## config.mk

```make
export PLATFORM = sky130hd
export DESIGN_NAME = jptc_ram
export DESIGN_NICKNAME = d
export VERILOG_FILES = /design/src/sv/jptc_ram.sv
export SDC_FILE = /design/constraint.sdc
export NUM_CORES = 1
export LEC_CHECK = 0
export BUFFER_PORTS_ARGS = -buffer_cell sky130_fd_sc_hd__buf_4
export CAP_MARGIN = 20
export CORE_MARGIN = 3
export CORE_UTILIZATION = 50
export DETAILED_ROUTE_END_ITERATION = 12
export PLACE_DENSITY = 0.67
export SETUP_SLACK_MARGIN = 0.4
export SLEW_MARGIN = 20
export SYNTH_ARGS = -nofsm -noshare
export SYNTH_HDL_FRONTEND = slang
export SYNTH_SLANG_ARGS = --single-unit
```

## constraint.sdc

```tcl
create_clock -name clk_i -period 2.7 [get_ports clk_i]
set_input_delay 0.135 -clock clk_i [delete_from_list [all_inputs] [get_ports clk_i]]
set_output_delay 0.135 -clock clk_i [all_outputs]
set_load 0.03 [all_outputs]
```

## src/sv/jptc_ram.sv

```systemverilog
module jptc_ram #(
  parameter int unsigned WIDTH = 8,
  parameter int unsigned DEPTH = 16
) (
  input  logic                     clk_i,
  input  logic                     we_i,
  input  logic                     re_i,
  input  logic [$clog2(DEPTH)-1:0] addr_i,
  input  logic [WIDTH-1:0]         wdata_i,
  output logic [WIDTH-1:0]         rdata_o
);

  logic [WIDTH-1:0] mem_q [DEPTH];
  logic [WIDTH-1:0] rdata_q;

  always_ff @(posedge clk_i) begin
    if (we_i) begin
      mem_q[addr_i] <= wdata_i;
    end
    // read data holds until the next read
    if (re_i) begin
      rdata_q <= mem_q[addr_i];
    end
  end

  assign rdata_o = rdata_q;

endmodule

```

# Word-level counts from Yosys, hierarchy flattened
# Memories as Yosys holds them, arrays and structs flattened. A register that Yosys moved wholly into a read port is not among the register bits.
# Cells that the tools add are included.
# classes
mul	0
bitwise_logic	0
shift	0
eq_ne	0
addsub	0
n_div	0
n_reduce_logical	0
magnitude_cmp	0
mux	2
# op_table
cell	count
$mux W1	2
# word_totals
latch_bits	0
in_bits	15
ramBits	128
out_inout_bits	8
mem_count	1
reg_bits	0
mem_bits_ro	0
elab_cells	3
# mem_list
memory	depth	width	rd	rd_ports_with_merged_regs	write_ports	line	source
mem_q	16	8	1	1	1	13	logic [WIDTH-1:0] mem_q [DEPTH];

# Depth between registers and ports, before layout
# depth
ltp_word	2
mapped_depth	5
mapped_depth_nobuf	3

# Worst setup path before layout
# Ideal clock, no wire load.
# synth_timing
path_type	input to register
from	input port addr_i[2]
to	memory mem_q[0][0] (enable)
setup_ns	0.383
slack_ns	1.072
t_arrival_ns	1.245
required_time_ns	2.317
path_stages	2
n_path_buf	0
cell_sequence	or3b_2 -> nor3_1
# synth_lines
item	line	source
start: declaration	8	input logic [$clog2(DEPTH)-1:0] addr_i,
end: declaration	13	
# Straight into the memory's write port.

==> qor_table.md <==
| Stage | Metric | Value |
|---|---|---|
| final layout | Area growth from synthesis to layout | 18.4% |
| sta | Actual slew at the worst max-slew pin | 0.784 ns |
| global routing | Initial antenna violation count | 0 |
| synthesis | Post-synthesis cell count | 230 |
| worst setup path | Endpoint arrival time on the critical path | 1.79 ns |
| worst hold path | Worst Hold Class | in2reg |
| route | Overall via count from detail_route | 2364 |
| cts | Number of sinks driven by the clock tree | 136 |
| worst setup path | Buffering stage count on the worst path with inverters included | 0 |
| route | Average via count per standard cell | 5.63 |
| route | Routed wirelength normalized by instance count | 23.5 um |
| worst setup path | R2R Path Start | mem_q[7][6]$_DFFE_PP_ |
| global routing | Wire length of the first global-routing pass | 15200 um |
| sta | Final-layout setup total negative slack | 0 ns |
| sta | Final worst-path cycle share | 57.4% |
| final layout | Nets@finish | 294 |
| worst setup path | Chain of cells forming the critical path | mux4_2, a22oi_1, nand2_1 |
| worst setup path | Kind of cell adding the most delay to the critical path | multiplexers |
| global routing | Number of global-route vias before repair | 2526 |
| pwr | IR Drop Worst-Case VDD | 0.394 mV |
| die | Number of rows in the core area | 36 |
| place | Area of placed instances | 5490 um2 |
| die | Floorplan core area | 9910 um2 |
| synthesis | Post-synthesis register bit count | 136 |
| cts | Clock transition at the registers of the reported paths | 0.06 ns |
| route | Antenna-violating nets left | 0 |
| global routing | Maximum number of pins on one net before global-route repair | 40 |
| worst setup path | Worst Setup Start Kind | flop |
| die | Floorplan die height | 107 um |
| worst setup path | Critical path capture point type | flop |
| worst setup path | Required time of the critical path | 2.94 ns |
| final layout | Share of post-route cells with drive strength above 1 | 30.3% |
| cts | Post-CTS setup buffer count | 0 |
| cts | Clock tree from TritonCTS | yes |
| worst setup path | Worst R2R Path Depth | 3 |
| sta | Setup-failing EPs final | 0 |
| outcome | Result of the run | completed |
| worst hold path | End of the worst hold path | mem_q[2][6]$_DFFE_PP_ |
| worst setup path | Kind of critical path | reg2reg |
| cts | CTS Root Cell | sky130_fd_sc_hd__clkbuf_8 |
| synthesis | Cell variety after synth | 17 |
| synthesis | Average footprint of a synthesized cell | 22.4 um2 |
| synthesis | Synthesized net count | 245 |
| final layout | Post-route cell area | 6090 um2 |
| worst hold path | Start point of the worst min-delay path | addr_i[3] |
| final layout | Diode insertion count for antenna repair | 0 |
| cts | # resized after CTS | 0 |
| global routing | Total congestion overflow after global routing | 0 |
| sta | Total count of hold-check failures in the final report | 0 |
| pwr | Leak pwr | 1.99 nW |
| global routing | Total routing usage reported by global routing | 18.9% |
| sta | Achievable frequency | 645 MHz |
| sta | Minimum clock period | 1.55 ns |
| route | Routed WL | 9880 um |
| die | I/O pin count | 23 |
| sta | Max-slew violations | 0 |
| place | Number of buffer cells added on primary ports | 22 |
| sta | RSZ-0062 raised after global routing | false |
| place | HPWL after detailed placement | 5790 um |
| cts | Latest clock arrival within the worst-skew pair | 0.50 ns |
| worst setup path | CP max stage cell | sky130_fd_sc_hd__mux4_2 |
| worst setup path | Critical-path maximum fanout | 1 |
| cts | Clock buffer count from CTS | 17 |
| worst setup path | Reg2Reg Setup Slack | 1.15 ns |
| route | First-pass iteration count of the detailed router | 4 |
| worst setup path | Worst flop-to-flop path endpoint | rdata_o[6]$_DFFE_PP_ |
| die | Die footprint | 11500 um2 |
| sta | Worst slew margin | 47.5% |
| route | Iter 0 DRT Violations | 278 |
| die | Floorplan die width | 107 um |
| synthesis | Cell area after synthesis | 5150 um2 |
| worst hold path | Cell count of the worst hold path | 3 |
| flow run | Max-capacitance violation count | 0 |
| worst setup path | CP peak stage delay | 0.51 ns |
| cts | H-tree depth | 4 |
| route | DRC | 0 |
| synthesis | Synth Warn # | 0 |
| synthesis | Sequential element share of the synthesized area | 79.3% |
| cts | Buffers from clock root to sink, at most | 2 |
| pwr | PwrDens | 765 nW/um2 |
| place | Final weighted congestion in routability-driven placement | 0.755 |
| sta | Worst setup skew after layout | 0.00741 ns |
| die | Starting Density | 51.9% |
==> cells in the mapped netlist <==
| cell type | number | share of area, % |
|---|---|---|
| sky130_fd_sc_hd__nand3b_1 | 2 | 0.29 |
| sky130_fd_sc_hd__nand2b_1 | 2 | 0.24 |
| sky130_fd_sc_hd__nand2_1 | 9 | 0.66 |
| sky130_fd_sc_hd__edfxtp_1 | 136 | 79 |
| sky130_fd_sc_hd__nor2b_1 | 2 | 0.24 |
| sky130_fd_sc_hd__nor3_1 | 4 | 0.39 |
| sky130_fd_sc_hd__a22oi_1 | 16 | 2.3 |
| sky130_fd_sc_hd__mux4_2 | 32 | 14 |
| sky130_fd_sc_hd__clkbuf_2 | 1 | 0.097 |
| sky130_fd_sc_hd__nand3_1 | 1 | 0.097 |
| sky130_fd_sc_hd__nor2_1 | 13 | 0.95 |
| sky130_fd_sc_hd__buf_2 | 2 | 0.19 |
| sky130_fd_sc_hd__clkbuf_1 | 2 | 0.15 |
| sky130_fd_sc_hd__buf_1 | 4 | 0.29 |
| sky130_fd_sc_hd__or3b_2 | 1 | 0.17 |
| sky130_fd_sc_hd__and2_1 | 1 | 0.12 |
| sky130_fd_sc_hd__buf_6 | 2 | 0.44 |
==> repair_timing <==
action,CTS,global route
hold buffers,9,0
setup endpoints to repair,0,0
endpoints found under the hold margin,136,0
==> report_power, final <==
group	total [mW]	switching, mW	internal (mW)
clock network	2.01	0.741	1.27
registers	2.39	0.0130	2.38
logic	0.254	0.149	0.105
==> layer usage <==
layer  global-route usage (%)  up-vias  part of all wire [%]
li1                         -     1067                     -
met1                     26.1     1212                    42
met2                     28.9       77                    50
met3                     5.16        8                   7.3
met4                     8.12        0                   1.3
met5                        0        -                     0
==> area by class of cell <==
cell class | instances | area [um2]
clock buffer | 20 | 425
clock inverter | 7 | 82.6
fill | 701 | 3820
multi-input combinational | 83 | 1000
sequential | 136 | 4080
tap | 133 | 166
timing repair buffer | 41 | 330
==> placed cells by master, fill, tap and decap left out, drive strengths merged <==
| cell type | Yosys | routed |
|---|---|---|
| nor2b | 2 | 2 |
| clkbuf | 3 | 20 |
| mux4 | 32 | 32 |
| nand3b | 2 | 2 |
| bufinv | 0 | 2 |
| buf | 8 | 32 |
| dlygate4sd3 | 0 | 9 |
| clkinv | 0 | 5 |
| a22oi | 16 | 16 |
| nand2b | 2 | 2 |
| nand3 | 1 | 1 |
| and2 | 1 | 1 |
| edfxtp | 136 | 136 |
| or3b | 1 | 1 |
| nor3 | 4 | 4 |
| nand2 | 9 | 9 |
| nor2 | 13 | 13 |
==> tightest hold or removal path, delay by kind of cell <==
| kind | cells | cell delay (ns) |
|---|---|---|
| AND/OR/NAND/NOR | 2 | 0.33 |
| buffers and inverters | 1 | 0.13 |
==> state kept, by name, summed over array words and instances, names as in the netlist <==
signal,cells
mem_q,128
rdata_o,8
==> how the worst max path moves through the flow <==
stage / from / endpoint / slack [ns] / cells after the start
3_3_place_gp: addr_i[0] / rdata_o[6]$_DFFE_PP_ / 0.64 / 4
5_1_grt: addr_i[0] / mem_q[7][4]$_DFFE_PP_ / 1.03 / 3
2_1_floorplan: addr_i[2] / mem_q[0][0]$_DFFE_PP_ / 1.07 / 2
4_1_cts: mem_q[7][6]$_DFFE_PP_ / rdata_o[6]$_DFFE_PP_ / 1.13 / 3
3_5_place_dp: addr_i[0] / mem_q[15][0]$_DFFE_PP_ / 0.62 / 3
6_report: mem_q[7][6]$_DFFE_PP_ / rdata_o[6]$_DFFE_PP_ / 1.15 / 3
==> kinds of logic (layout without fill, tap and decap cells) <==
family                 count (synthesis)  after routing  synth area share, %
AND/OR/NAND/NOR                       35             35                 3.16
AO/OA/AOI/OAI                         16             16                 2.33
flip-flops                           136            136                 79.3
multiplexers                          32             32                 14.0
buffers and inverters                 11             68                 1.17
==> metrics by stage <==
stage | utilization, % | hold WS, ns | setup WS (ns) | cells | total power, mW
after floorplan | - | 0.234 | 1.07 | 230 | 2.58
after CTS | 61.5 | 0.290 | 1.13 | 420 | 4.70
after global routing | 61.5 | 0.316 | 1.03 | 420 | 4.80
after detailed placement | 55.4 | 0.440 | 0.620 | 384 | 2.68
final | 61.5 | 0.315 | 1.15 | 420 | 4.66
after global placement | 55.4 | 0.444 | 0.636 | 384 | 2.68
Power figures use the tool's default switching activity.
